## src/bsp_pkg.sv

```systemverilog
// ---------------------------------------------------------------------------
// bsp_pkg: shared types and constants of the bank split transfer planner
// Device codes, register indexes, bank geometry and the microcode program.
// ---------------------------------------------------------------------------
package bsp_pkg;

   // Device codes
   localparam logic [2:0] DEV_RAM  = 3'd0;
   localparam logic [2:0] DEV_ROM  = 3'd1;
   localparam logic [2:0] DEV_PHYS = 3'd2;
   localparam int unsigned DEVICE_COUNT = 3;

   // Configuration register indexes
   localparam logic [1:0] CSR_RAM_START = 2'd0;
   localparam logic [1:0] CSR_RAM_COUNT = 2'd1;
   localparam logic [1:0] CSR_ROM_START = 2'd2;
   localparam logic [1:0] CSR_ROM_COUNT = 2'd3;

   // Geometry
   localparam int unsigned BANK_BYTES  = 16384;
   localparam int unsigned BANK_BITS   = 14;
   localparam int unsigned BLOCK_BYTES = 512;
   localparam int unsigned BLOCK_BITS  = 9;
   localparam int unsigned MAX_CHUNKS  = 10;
   localparam logic [20:0] PHYS_LIMIT  = 21'h10_0000;

   // Microcode step addresses
   typedef logic [2:0] step_type;
   localparam step_type STEP_IDLE  = 3'd0;
   localparam step_type STEP_CALC  = 3'd1;
   localparam step_type STEP_TEST  = 3'd2;
   localparam step_type STEP_CHUNK = 3'd3;
   localparam step_type STEP_FAIL  = 3'd4;

   // Datapath operations
   typedef enum logic [1:0] {
      OP_NONE,
      OP_LOAD,
      OP_CALC,
      OP_ADV
   } op_type;

   // Jump conditions
   typedef enum logic [1:0] {
      CC_ALWAYS,
      CC_START,
      CC_BAD,
      CC_LAST
   } cond_type;

   // One control word
   typedef struct packed {
      logic     emit;
      logic     fail;
      op_type   op;
      cond_type cond;
      step_type jmp;
      step_type seq;
   } ctl_type;

   // Status the datapath reports to the sequencer
   typedef struct packed {
      logic start;
      logic bad;
      logic last;
   } flags_type;

   // Microcode program: next step is jmp when the condition holds, else seq
   function automatic ctl_type program_word(input step_type step);
      ctl_type w;
      w = '{emit: 1'b0, fail: 1'b0, op: OP_NONE, cond: CC_ALWAYS,
            jmp: STEP_IDLE, seq: STEP_IDLE};
      case (step)
         STEP_IDLE: begin
            w.op   = OP_LOAD;
            w.cond = CC_START;
            w.jmp  = STEP_CALC;
            w.seq  = STEP_IDLE;
         end
         STEP_CALC: begin
            w.op   = OP_CALC;
            w.cond = CC_ALWAYS;
            w.jmp  = STEP_TEST;
         end
         STEP_TEST: begin
            w.cond = CC_BAD;
            w.jmp  = STEP_FAIL;
            w.seq  = STEP_CHUNK;
         end
         STEP_CHUNK: begin
            w.emit = 1'b1;
            w.op   = OP_ADV;
            w.cond = CC_LAST;
            w.jmp  = STEP_IDLE;
            w.seq  = STEP_CHUNK;
         end
         STEP_FAIL: begin
            w.emit = 1'b1;
            w.fail = 1'b1;
            w.cond = CC_ALWAYS;
            w.jmp  = STEP_IDLE;
         end
         default: begin
            w.cond = CC_ALWAYS;
            w.jmp  = STEP_IDLE;
         end
      endcase
      return w;
   endfunction

endpackage

```

## src/bank_split_transfer_planner.sv

```systemverilog
// ---------------------------------------------------------------------------
// bank_split_transfer_planner: plans one memory-disk transfer request
// Checks a request and splits it into chunks that never cross a 16 KiB
// bank boundary of source or destination.
// ---------------------------------------------------------------------------
// Usage:
//   Configure the RAM and ROM disk windows on the csr_ port while idle.
//   A request is taken at a clock edge where start is high and busy low.
//   The request is latched, then the source address and device limit are
//   formed, then the start address is checked, each step registered.
//   Results follow one per cycle on the rsp_ ports, each marked by
//   rsp_strobe for exactly one cycle; rsp_last_chunk flags the final one.
//   A rejected request gives a single result with rsp_failed high.
//   A request gives 1 to 10 results; the chunk step of the microcode
//   program runs once per result of an accepted request, and busy stays
//   high until the final result is shown, so the next request cannot be
//   taken before then.
//   The receiver cannot stall: results are shown once and dropped.
//   Synchronous reset returns the sequencer to idle and clears the
//   configuration registers and the result strobe.
// ---------------------------------------------------------------------------
module bank_split_transfer_planner (
   input  logic        clock,
   input  logic        reset,
   // Request channel
   input  logic        start,
   output logic        busy,
   input  logic [2:0]  req_device,
   input  logic        req_user_path,
   input  logic        req_write_dir,
   input  logic [15:0] req_dest_base,
   input  logic [31:0] req_byte_offset,
   input  logic [15:0] req_block_number,
   input  logic [15:0] req_byte_count,
   // Result channel
   output logic        rsp_strobe,
   output logic        rsp_failed,
   output logic [31:0] rsp_source_address,
   output logic [15:0] rsp_dest_address,
   output logic [14:0] rsp_chunk_length,
   output logic        rsp_to_user,
   output logic [15:0] rsp_return_value,
   output logic        rsp_last_chunk,
   // Configuration port
   input  logic        csr_write,
   input  logic [1:0]  csr_index,
   input  logic [6:0]  csr_data
);
   import bsp_pkg::*;

   // Configuration registers
   logic [5:0]  ram_start_ff;
   logic [6:0]  ram_count_ff;
   logic [5:0]  rom_start_ff;
   logic [6:0]  rom_count_ff;

   // Latched request
   logic [2:0]  dev_ff;
   logic        user_path_ff;
   logic        write_dir_ff;
   logic [15:0] dest_base_ff;
   logic [31:0] offset_ff;
   logic [15:0] block_ff;
   logic [15:0] count_ff;

   // Working state
   logic        bad_dev_ff;
   logic [20:0] limit_ff;
   logic [31:0] src_ff;
   logic [15:0] dst_ff;
   logic [15:0] rem_ff;
   logic [15:0] rv_ff;
   logic        user_ff;
   logic [3:0]  chunk_ff;

   // Result registers
   logic        strobe_ff;
   logic        failed_ff;
   logic [31:0] out_src_ff;
   logic [15:0] out_dst_ff;
   logic [14:0] out_len_ff;
   logic        out_user_ff;
   logic [15:0] out_rv_ff;
   logic        out_last_ff;

   ctl_type     ctl;
   flags_type   flags;
   logic        idle;

   // Calculation step signals
   logic        use_off;
   logic [5:0]  sel_start;
   logic [6:0]  sel_count;
   logic [6:0]  bank_sum;
   logic [31:0] start_addr;
   logic [20:0] limit_in;
   logic [31:0] src_in;
   logic [15:0] rem_in;
   logic [15:0] rv_in;

   // Chunk step signals
   logic [13:0] used;
   logic [14:0] room;
   logic [14:0] len;
   logic [15:0] rem_next;
   logic        last;

   bsp_seq u_seq (
      .clock (clock),
      .reset (reset),
      .flags (flags),
      .ctl   (ctl),
      .idle  (idle)
   );

   assign busy = !idle;

   // Form the device window and source start
   always_comb begin
      use_off = user_path_ff || (dev_ff == DEV_PHYS);
      if (dev_ff == DEV_ROM) begin
         sel_start = rom_start_ff;
         sel_count = rom_count_ff;
      end else begin
         sel_start = ram_start_ff;
         sel_count = ram_count_ff;
      end
      bank_sum = {1'b0, sel_start} + sel_count;
      if (dev_ff == DEV_PHYS) begin
         start_addr = '0;
         limit_in   = PHYS_LIMIT;
      end else begin
         start_addr = {12'b0, sel_start, {BANK_BITS{1'b0}}};
         limit_in   = {bank_sum, {BANK_BITS{1'b0}}};
      end
      src_in = start_addr + (use_off ? offset_ff
                                     : {7'b0, block_ff, {BLOCK_BITS{1'b0}}});
      rem_in = use_off ? count_ff : 16'(BLOCK_BYTES);
      if (dev_ff == DEV_PHYS) begin
         rv_in = count_ff;
      end else if (user_path_ff) begin
         rv_in = {{BLOCK_BITS{1'b0}}, count_ff[15:BLOCK_BITS]};
      end else begin
         rv_in = 16'd1;
      end
   end

   // Size the next chunk against both bank boundaries
   always_comb begin
      used = (dst_ff[13:0] > src_ff[13:0]) ? dst_ff[13:0] : src_ff[13:0];
      room = 15'(BANK_BYTES) - {1'b0, used};
      len  = (rem_ff > {1'b0, room}) ? room : rem_ff[14:0];
      rem_next = rem_ff - {1'b0, len};
      last = (rem_next == 16'd0) || (chunk_ff == 4'(MAX_CHUNKS - 1));
   end

   assign flags.start = start;
   assign flags.bad   = bad_dev_ff || ({11'b0, limit_ff} <= src_ff);
   assign flags.last  = last;

   // Hold configuration
   always_ff @(posedge clock) begin
      if (reset) begin
         ram_start_ff <= '0;
         ram_count_ff <= '0;
         rom_start_ff <= '0;
         rom_count_ff <= '0;
      end else if (csr_write) begin
         case (csr_index)
            CSR_RAM_START: ram_start_ff <= csr_data[5:0];
            CSR_RAM_COUNT: ram_count_ff <= csr_data;
            CSR_ROM_START: rom_start_ff <= csr_data[5:0];
            CSR_ROM_COUNT: rom_count_ff <= csr_data;
            default: ;
         endcase
      end
   end

   // Datapath driven by the control word
   always_ff @(posedge clock) begin
      case (ctl.op)
         OP_LOAD: begin
            dev_ff       <= req_device;
            user_path_ff <= req_user_path;
            write_dir_ff <= req_write_dir;
            dest_base_ff <= req_dest_base;
            offset_ff    <= req_byte_offset;
            block_ff     <= req_block_number;
            count_ff     <= req_byte_count;
         end
         OP_CALC: begin
            bad_dev_ff <= (dev_ff >= 3'(DEVICE_COUNT)) ||
                          ((dev_ff == DEV_ROM) && write_dir_ff);
            limit_ff   <= limit_in;
            src_ff     <= src_in;
            dst_ff     <= dest_base_ff;
            rem_ff     <= rem_in;
            rv_ff      <= rv_in;
            user_ff    <= use_off;
            chunk_ff   <= '0;
         end
         OP_ADV: begin
            src_ff   <= src_ff + {17'b0, len};
            dst_ff   <= dst_ff + {1'b0, len};
            rem_ff   <= rem_next;
            chunk_ff <= chunk_ff + 4'd1;
         end
         default: ;
      endcase
   end

   // Register results
   always_ff @(posedge clock) begin
      if (reset) begin
         strobe_ff <= 1'b0;
      end else begin
         strobe_ff <= ctl.emit;
      end
      if (ctl.fail) begin
         failed_ff   <= 1'b1;
         out_src_ff  <= '0;
         out_dst_ff  <= '0;
         out_len_ff  <= '0;
         out_user_ff <= 1'b0;
         out_rv_ff   <= '0;
         out_last_ff <= 1'b1;
      end else begin
         failed_ff   <= 1'b0;
         out_src_ff  <= src_ff;
         out_dst_ff  <= dst_ff;
         out_len_ff  <= len;
         out_user_ff <= user_ff;
         out_rv_ff   <= rv_ff;
         out_last_ff <= last;
      end
   end

   assign rsp_strobe         = strobe_ff;
   assign rsp_failed         = failed_ff;
   assign rsp_source_address = out_src_ff;
   assign rsp_dest_address   = out_dst_ff;
   assign rsp_chunk_length   = out_len_ff;
   assign rsp_to_user        = out_user_ff;
   assign rsp_return_value   = out_rv_ff;
   assign rsp_last_chunk     = out_last_ff;

   // Checks
   a_fail_is_last: assert property (@(posedge clock) disable iff (reset)
      rsp_strobe && rsp_failed |-> rsp_last_chunk)
      else $error("failed result without last flag");

   a_src_in_bank: assert property (@(posedge clock) disable iff (reset)
      rsp_strobe && !rsp_failed |->
         ({1'b0, rsp_source_address[13:0]} + rsp_chunk_length) <= 15'(BANK_BYTES))
      else $error("chunk crosses a source bank boundary");

   a_dst_in_bank: assert property (@(posedge clock) disable iff (reset)
      rsp_strobe && !rsp_failed |->
         ({1'b0, rsp_dest_address[13:0]} + rsp_chunk_length) <= 15'(BANK_BYTES))
      else $error("chunk crosses a destination bank boundary");

   a_accept_busy: assert property (@(posedge clock) disable iff (reset)
      start && !busy |=> busy)
      else $error("request accepted without going busy");

   a_last_ends: assert property (@(posedge clock) disable iff (reset)
      rsp_strobe && rsp_last_chunk |-> !busy)
      else $error("busy after final result");

endmodule

```

## src/bsp_seq.sv

```systemverilog
// ---------------------------------------------------------------------------
// bsp_seq: microcode sequencer of the bank split transfer planner
// Holds the step counter, reads the control word from the program table
// and resolves the conditional jump from the datapath flags.
// ---------------------------------------------------------------------------
module bsp_seq (
   input  logic               clock,
   input  logic               reset,
   input  bsp_pkg::flags_type flags,
   output bsp_pkg::ctl_type   ctl,
   output logic               idle
);
   import bsp_pkg::*;

   step_type step_ff;
   step_type step_in;
   logic     taken;

   // Fetch the control word of the current step
   assign ctl  = program_word(step_ff);
   assign idle = (step_ff == STEP_IDLE);

   // Evaluate the jump condition
   always_comb begin
      case (ctl.cond)
         CC_ALWAYS: taken = 1'b1;
         CC_START:  taken = flags.start;
         CC_BAD:    taken = flags.bad;
         CC_LAST:   taken = flags.last;
         default:   taken = 1'b1;
      endcase
      step_in = taken ? ctl.jmp : ctl.seq;
   end

   // Advance the step counter
   always_ff @(posedge clock) begin
      if (reset) begin
         step_ff <= STEP_IDLE;
      end else begin
         step_ff <= step_in;
      end
   end

endmodule
```

## config.mk

```make
export PLATFORM = sky130hd
export DESIGN_NAME = bank_split_transfer_planner
export DESIGN_NICKNAME = d
export VERILOG_FILES = /design/src/bsp_pkg.sv /design/src/bank_split_transfer_planner.sv /design/src/bsp_seq.sv
export SDC_FILE = /design/constraint.sdc
export NUM_CORES = 1
export LEC_CHECK = 0
export BUFFER_PORTS_ARGS = -buffer_cell sky130_fd_sc_hd__buf_4
export CAP_MARGIN = 20
export CORE_MARGIN = 2
export CORE_UTILIZATION = 50
export DETAILED_ROUTE_END_ITERATION = 10
export GPL_ROUTABILITY_DRIVEN = 1
export GPL_TIMING_DRIVEN = 1
export PLACE_DENSITY = 0.76
export SLEW_MARGIN = 20
export SYNTH_ARGS = -nofsm -noshare
export SYNTH_HDL_FRONTEND = slang
export SYNTH_SLANG_ARGS = --single-unit
```

## constraint.sdc

```tcl
create_clock -name clock -period 11.2 [get_ports clock]
set_input_delay 0.56 -clock clock [delete_from_list [all_inputs] [get_ports clock]]
set_output_delay 0.56 -clock clock [all_outputs]
set_load 0.02 [all_outputs]
```

==> results of run 1 <==
## layout make-up
cell class              instances  area (um^2)
repair buffers                193         1450
fillers                      2520        12200
inverters                      62          233
diodes                          1         2.50
clock buffers                  40          862
clock inverters                18          220
multi-input cells            1095         7340
flip-flops and latches        290         7590
well taps                     396          495
## where the power goes
group	internal (mW)	leakage [nW]	switching [mW]	total, mW
sequential	1.26	2.67	0.0686	1.33
combinational	0.370	4.32	0.551	0.920
clock	0.641	0.536	0.436	1.08
total	2.27	7.52	1.06	3.33
## worst max-delay path, delay by kind of cell, from the launching register on
kind / cells / cell delay, ns
simple gates: 13 / 3.02
buf+inv: 3 / 0.41
fa+ha+maj: 6 / 2.00
xor+xnor: 1 / 0.17
mux: 2 / 0.53
compound gates: 15 / 3.42
flops: 1 / 0.53
## metrics by stage
| step | cell area, um^2 | cells |
|---|---|---|
| 6_report | 18200 | 2095 |
| 5_1_grt | 18200 | 2094 |
| 4_1_cts | 18100 | 2093 |
| 3_5_place_dp | 17100 | 2035 |
| 3_3_place_gp | 17100 | 2035 |
| 2_1_floorplan | 15400 | 1517 |
## logic make-up after synthesis
| kind of cell | count (synthesis) |
|---|---|
| muxes | 60 |
| adders and majority gates | 79 |
| and+or+nand+nor | 546 |
| AOI/OAI and AO/OA | 292 |
| DFF | 290 |
| xor gates and xnor gates | 117 |
| buffers and inverters | 133 |
## worst max-delay path by stage
stage / startpoint / end / slack (ns) / cells after the start
6_report: src_ff[11] / src_ff[23] / 0.80 / 40
5_1_grt: src_ff[11] / src_ff[25] / 0.01 / 42
4_1_cts: src_ff[11] / src_ff[25] / 0.60 / 39
3_5_place_dp: src_ff[11] / u_seq.step_ff[1] / 0.65 / 42
2_1_floorplan: src_ff[11] / src_ff[25] / 1.09 / 49
3_3_place_gp: src_ff[11] / u_seq.step_ff[1] / 1.04 / 42
## cell usage after synthesis (all sizes together), types with 5 or more instances
cell and instances:
xnor2 91, inv 59, a31oi 19, a211o 6, o21bai 8, a21oi 75
xor2 26, clkbuf 52, nand3 54, nand4 13, or3 11, maj3 10
and3 10, fa 5, o221ai 5, nand2b 9, or2 7, o21ai 85
and2 32, nor3 28, a21o 14, nor4 7, nor3b 10, dfxtp 112
nand2 140, ha 64, o211ai 12, buf 19, mux2i 46, mux2 14
nor2b 50, o311ai 5, edfxtp 178, o31ai 11, a211oi 6, nor2 161
## per-layer routing
| metal | global-route usage [%] | vias to the layer above |
|---|---|---|
| met1 | 30.1 | 5726 |
| met3 | 3.59 | 91 |
| met4 | 8.39 | 0 |
| met2 | 40.7 | 436 |
| li1 | - | 5722 |
| met5 | 0 | - |
## what timing repair did
item | CTS | global route
endpoints found under the setup margin | 0 | 21
gates resized for setup | 0 | 4
hold buffers | 0 | 0
setup buffers | 0 | 0
==> key figures, run 1 <==
Run status
  • Status: completed

Cells and area
  • Most frequent cells in the layout: buf_4 (193), edfxtp_1 (178), nor2_1 (158)
  • Final Core Density: 59.8%
  • Layout cell share with drive strength beyond 1: 18.1%
  • Commonest non-fill, non-tap cell in the layout: buf_4
  • P&R area growth vs syn: 18.3%
  • Final nets: 1,840

Yosys
  • Post-Synth XOR/XNOR Area: 6.81%
  • Synth Area in Simple Gates: 17.2%
  • Post-Synth Adder-Cell Area: 6.53%
  • Synth Area in Compound Gates: 12.6%
  • Flops & latches, synth: 290
  • Most used DFF post-synth: edfxtp_1
  • Largest family of logic cells by synthesized area: simple AND/OR/NAND/NOR gates
  • Seq/Total Area, Yosys: 49.3%
  • Yosys cell types: 93
  • Post-synth top area share: 34.7%
  • Net Count, Synth: 1,684
  • Mux cell area share after synthesis: 4.18%
  • Warnings, synthesis: 0
  • Avg Inst Size Synth: 10.1 um^2
  • Netlist Area Pre-Place: 15,400 um^2
  • Area contributors post-synth: edfxtp_1 (35%), dfxtp_1 (15%), ha_1 (5.2%)
  • Mapped Cells: 1,517
  • Number of synthesized flops with an enable pin: 178
  • Ys async rst share: 0%
  • Yosys top cell by area: edfxtp_1

CTS
  • H-tree levels: 1
  • Clk slew on worst S/H paths: 0.07 ns
  • Clock root buffer: clkbuf_16
  • TritonCTS Buffers: 31
  • Clk sinks: 290
  • CTS tree: yes
  • Later-pin clock latency in the skew report: 0.59 ns
  • Bufs on Longest Clock Path: 3

Worst setup path
  • R2r worst-path depth: 40
  • Worst EP arrival: 10.70 ns
  • RR Endpoint: src_ff[23]
  • CP Max Fanout: 24
  • Worst setup EP type: flop
  • Slowest stage cell on the critical path: edfxtp_1
  • CP max stage delay: 0.53 ns
  • WP data required: 11.49 ns
  • Critical R2R Launch: src_ff[11]
  • Startpoint types: flop
  • Kind of critical path: flop to flop
  • Worst R2R Setup Slack: 0.80 ns

Drt
  • Initial DRC count: 1,021
  • Drt pass-1 iters: 5
  • Met2 routed WL: 19,200 um
  • WL met1: 16,200 um
  • Met3 WL: 2210 um
  • Via density: 5.72
  • Routed wire per std cell: 18.6 um
  • Detailed-route DRC error count: 0
  • WL final: 38,900 um
  • Remaining antenna violation count after routing: 0
  • Via count: 12,000
  • Top Metal Used: met4

GRT
  • Gr ovfl total: 0
  • Initial antenna violation count: 1
  • Global-route wire length before repair: 62,100 um
  • Largest net degree at the start of global routing: 77
  • GRT Overall Usage: 23.6%
  • Vias in the first global route: 11,700

Timing
  • RSZ-0062 raised after global routing: no
  • Final setup TNS: 0 ns
  • Max transition margin: 28.2%
  • Final setup viols: 0
  • Max Transition Viols Final: 0
  • Crit share post-route: 92.9%
  • Fin crit period: 10.40 ns
  • Final worst slack: 0.797 ns
  • Slew @ Worst Pin: 1.07 ns
  • Fin Hold WS: 0.148 ns
  • Peak Freq: 96.1 MHz
  • Clk_skew: 0.0166 ns
  • Final Hold Fails: 0

Floorplanning
  • Row cnt: 64
  • DIE WIDTH: 179 um
  • Die area: 32,200 um^2
  • Io pins: 182
  • Die Span Y: 179 um
  • Initial Util: 50.6%
  • Core box area: 30,400 um^2

Hold path
  • Hold Crit Endpoint: offset_ff[0]
  • Hold Path Class: primary input to flop
  • Worst Hold Path Cells: 1
  • Hold Crit Start: req_byte_offset[0]

Power and ir drop
  • Pwr dens: 183 nW/um^2
  • Total power: 3.33 mW
  • Peak supply drop: 156 uV
  • Static Leak: 7.52 nW

Place
  • Port bufs: 181
  • Dpl ws: 0.648 ns
  • Hpwl dp: 27,500 um
  • Gpl congestion: 0.919

Run
  • MaxCap Viol Count: 0
No activity file was read; power rests on OpenSTA's default activity.
==> run 2, diff against run 1 <==
--- a/config.mk
+++ b/config.mk
@@ -13,6 +13,7 @@
 export GPL_ROUTABILITY_DRIVEN = 1
 export GPL_TIMING_DRIVEN = 1
 export PLACE_DENSITY = 0.76
+export REMOVE_ABC_BUFFERS = 1
 export SLEW_MARGIN = 20
 export SYNTH_ARGS = -nofsm -noshare
 export SYNTH_HDL_FRONTEND = slang
==> key figures, run 2 (same netlist as run 1, synthesis figures left out) <==
Timing
  • Crit share post-route: 93.3%
  • Final worst slack: 0.750 ns
  • Final Hold Fails: 0
  • Slew @ Worst Pin: 0.995 ns
  • Max transition margin: 33.6%
  • Final setup TNS: 0 ns
  • Peak Freq: 95.7 MHz
  • Max Transition Viols Final: 0
  • Fin crit period: 10.45 ns
  • Final setup viols: 0
  • RSZ-0062 raised after global routing: no
  • Clk_skew: 0.0300 ns

Run
  • MaxCap Viol Count: 0

Cells and area
  • Diode count: 0
  • Final nets: 1,843
  • Most frequent cells in the layout: buf_4 (197), edfxtp_1 (178), nor2_1 (157)
  • Layout cell share with drive strength beyond 1: 18.1%
  • Commonest non-fill, non-tap cell in the layout: buf_4
  • Fin cells: 2,096
  • P&R area growth vs syn: 18.0%
  • Fillers: 2,529

Hold path
  • Hold Path Class: primary input to flop

Drt
  • Remaining antenna violation count after routing: 0
  • Detailed-route DRC error count: 0
  • Initial DRC count: 890
  • Via density: 5.67
  • Drt pass-1 iters: 6
  • WL final: 38,300 um
  • Via count: 11,900
  • Routed wire per std cell: 18.3 um

CTS
  • TritonCTS Buffers: 30
  • Later-pin clock latency in the skew report: 0.58 ns
  • CTS tree: yes
  • Postcts setup bufs: 0
  • Bufs on Longest Clock Path: 3
  • Hold buffers post-CTS: 0
  • Post-CTS resize count: 0
  • Clock root buffer: clkbuf_16
  • Clk sinks: 290
  • Clk slew on worst S/H paths: 0.06 ns
  • H-tree levels: 1

Place
  • Hpwl dp: 27,100 um
  • Dpl ws: 0.639 ns
  • Gpl congestion: 0.952
  • Port bufs: 181
  • Post-placement cell count: 2,039

GRT
  • Largest net degree at the start of global routing: 71
  • Gr ovfl total: 0
  • Initial antenna violation count: 0
  • GRT Overall Usage: 23.3%
  • Global-route wire length before repair: 61,900 um
  • Vias in the first global route: 12,000

Worst setup path
  • Kind of critical path: flop to flop
  • CP Max Fanout: 15
  • CP max stage delay: 0.65 ns
  • WP data required: 11.66 ns
  • Startpoint types: flop
  • Worst EP arrival: 10.91 ns
  • Slowest stage cell on the critical path: a31oi_2
  • Worst setup EP type: flop
  • Most used cell along the critical path: inv_1

Floorplanning
  • DIE WIDTH: 179 um
  • Io pins: 182
  • Core box area: 30,400 um^2
  • Die area: 32,200 um^2
  • Die Span Y: 179 um
  • Initial Util: 50.6%
  • Row cnt: 64

Run status
  • Status: completed

Power and ir drop
  • Static Leak: 7.50 nW
  • Total power: 3.27 mW
  • Pwr dens: 180 nW/um^2
  • Peak supply drop: 134 uV
-- run 2: report_power, final --
group | internal, mW | switching [mW] | leakage [nW]
Combinational | 0.372 | 0.547 | 4.33
Clock | 0.597 | 0.425 | 0.495
Sequential | 1.26 | 0.0686 | 2.67
Total | 2.23 | 1.04 | 7.50
-- run 2: critical path, delay by kind of cell (launching register included) --
family	cells	cell delay (ns)
AOI/OAI and AO/OA	17	4.27
and+or+nand+nor	14	2.99
adders and majority gates	6	1.75
DFF	1	0.53
buffers and inverters	4	0.41
muxes	1	0.37
-- run 2: cell type report --
type | count | area (um^2) | area share [%]
flip-flops and latches | 290 | 7590 | 41.8
multi-input cells | 1095 | 7340 | 40.4
repair buffers | 197 | 1480 | 8.15
clock buffers | 38 | 791 | 4.36
well taps | 396 | 495 | 2.73
inverters | 62 | 233 | 1.28
clock inverters | 18 | 229 | 1.26
-- run 2: metal layers --
layer,track usage [%],vias to the layer above,wire length [um]
li1,-,5733,-
met1,30.1,5663,16300
met2,40.3,396,18800
met3,3.38,95,2000
met4,7.87,0,1240
met5,0,-,0
-- run 2: final timing paths --
path                        from              endpoint  slack (ns)  depth (start not counted)
max                   src_ff[11]      u_seq.step_ff[0]        0.75                         42
min          req_block_number[9]           block_ff[9]        0.15                          1
max reg2reg           src_ff[11]      u_seq.step_ff[0]        0.75                         42
min reg2reg            rv_ff[12]  rsp_return_value[12]        0.45                          1
-- run 2: metrics by stage --
| step | utilization (%) | hold slack [ns] | instance area [um^2] |
|---|---|---|---|
| after CTS | 59.5 | 0.125 | 18100 |
| after global placement | 56.2 | 0.446 | 17100 |
| final | 59.7 | 0.146 | 18200 |
| after detailed placement | 56.2 | 0.443 | 17100 |
| after global routing | 59.7 | 0.127 | 18200 |
| after floorplan | - | 0.429 | 15100 |
==> run 3, diff against run 2 <==
--- a/config.mk
+++ b/config.mk
@@ -9,9 +9,11 @@
 export CAP_MARGIN = 20
 export CORE_MARGIN = 2
 export CORE_UTILIZATION = 50
+export CTS_BUF_LIST = sky130_fd_sc_hd__clkbuf_4
 export DETAILED_ROUTE_END_ITERATION = 10
 export GPL_ROUTABILITY_DRIVEN = 1
 export GPL_TIMING_DRIVEN = 1
+export HOLD_SLACK_MARGIN = 0.1
 export PLACE_DENSITY = 0.76
 export REMOVE_ABC_BUFFERS = 1
 export SLEW_MARGIN = 20
==> key figures, run 3 (same netlist as run 1, synthesis figures left out) <==
Run status
  • Status: completed

GRT
  • Initial antenna violation count: 2
  • Vias in the first global route: 12,900
  • GR peak layer: met2
  • GRT Overall Usage: 24.7%
  • Global-route wire length before repair: 64,700 um
  • Met3 GRT Util: 4.60%
  • Gr ovfl total: 0
  • Largest net degree at the start of global routing: 71
  • GR met2 Demand/Resource: 42.6%
  • M1 GR Usage: 30.3%

Power and ir drop
  • Static Leak: 8.01 nW
  • Pwr dens: 171 nW/um^2
  • Total power: 3.27 mW
  • Peak supply drop: 118 uV

Cells and area
  • Layout cell share with drive strength beyond 1: 20.6%
  • Commonest non-fill, non-tap cell in the layout: buf_4
  • Fin cells: 2,274
  • Final nets: 1,982
  • P&R area growth vs syn: 24.3%
  • Final Core Density: 62.9%
  • Most frequent cells in the layout: buf_4 (197), edfxtp_1 (178), nor2_1 (157)

Drt
  • Initial DRC count: 897
  • WL final: 40,300 um
  • Routed wire per std cell: 17.7 um
  • Via density: 5.54
  • Detailed-route DRC error count: 0
  • Drt pass-1 iters: 6
  • Remaining antenna violation count after routing: 0
  • Via count: 12,600

Hold path
  • Hold Path Class: primary input to flop
  • Hold Crit Start: reset

Worst setup path
  • Worst EP arrival: 10.99 ns
  • Slowest stage cell on the critical path: a31oi_2
  • Startpoint types: flop
  • CP Max Fanout: 15
  • Critical R2R Launch: src_ff[11]
  • Most used cell along the critical path: inv_1
  • WP data required: 11.78 ns
  • Kind of critical path: flop to flop
  • CP max stage delay: 0.65 ns
  • Worst setup EP type: flop
  • Worst setup startpoint: src_ff[11]

Timing
  • Fin crit period: 10.41 ns
  • Final setup viols: 0
  • Final Hold Fails: 0
  • Clk_skew: 0.0721 ns
  • Max transition margin: 33.0%
  • Peak Freq: 96.1 MHz
  • Slew @ Worst Pin: 1.00 ns
  • Final worst slack: 0.789 ns
  • Max Transition Viols Final: 0
  • Crit share post-route: 93.0%

CTS
  • TritonCTS Buffers: 76
  • Clk sinks: 290
  • H-tree levels: 3
  • Clk slew on worst S/H paths: 0.07 ns
  • CTS tree: yes
  • Clock root buffer: clkbuf_4
  • Later-pin clock latency in the skew report: 0.74 ns
  • Bufs on Longest Clock Path: 3

Floorplanning
  • Die area: 32,200 um^2
  • Row cnt: 64
  • Die Span Y: 179 um
  • Core box area: 30,400 um^2
  • DIE WIDTH: 179 um
  • Initial Util: 50.6%
  • Io pins: 182

Place
  • Post-placement cell count: 2,039
  • Gpl congestion: 0.952
  • Port bufs: 181
  • Dpl ws: 0.639 ns
  • Hpwl dp: 27,100 um

Run
  • MaxCap Viol Count: 0
==> run 3: per-layer routing <==
| layer | vias to the layer above | routed length [um] |
|---|---|---|
| li1 | 6084 | - |
| met1 | 5930 | 16800 |
| met2 | 474 | 20000 |
| met3 | 108 | 2290 |
| met4 | 0 | 1280 |
| met5 | - | 0 |
==> run 3: repair_timing <==
| action | CTS | global route |
|---|---|---|
| gates resized for setup | 0 | 4 |
| endpoints found under the hold margin | 112 | 0 |
| buffers inserted | 0 | 0 |
| hold buffers | 93 | 0 |
| setup endpoints to repair | 0 | 22 |
==> run 3: worst max-delay path, delay by kind of cell, from the launching register on <==
| kind | cells | cell delay (ns) |
|---|---|---|
| buf+inv | 4 | 0.41 |
| simple gates | 14 | 2.97 |
| flops | 1 | 0.54 |
| fa+ha+maj | 6 | 1.74 |
| compound gates | 17 | 4.22 |
| mux | 1 | 0.36 |
==> run 3: final cells by class <==
class | instances | area (um^2)
flip-flops and latches | 290 | 7590
fillers | 2435 | 11300
clock buffers | 118 | 886
diodes | 2 | 5.00
inverters | 62 | 233
multi-input cells | 1095 | 7340
repair buffers | 290 | 2410
well taps | 396 | 495
clock inverters | 21 | 175
==> run 3: final timing paths <==
check / end / slack [ns] / cells past startpoint
max: u_seq.step_ff[0] / 0.79 / 42
min: rom_count_ff[3] / 0.22 / 2
max reg2reg: u_seq.step_ff[0] / 0.79 / 42
min reg2reg: rsp_return_value[15] / 0.45 / 1
==> run 3: through the flow <==
stage | setup TNS, ns | cell area, um^2 | hold WS (ns)
after floorplan | 0 | 15100 | 0.429
after global placement | 0 | 17100 | 0.446
after CTS | 0 | 19100 | 0.156
after global routing | -0.0182 | 19100 | 0.191
final | 0 | 19100 | 0.224
after detailed placement | 0 | 17100 | 0.443
==> run 3: power by group <==
group          switching (mW)  internal (mW)  leakage (nW)
sequential             0.0694           1.26          2.67
combinational           0.554          0.393          4.72
clock                   0.443          0.552         0.625
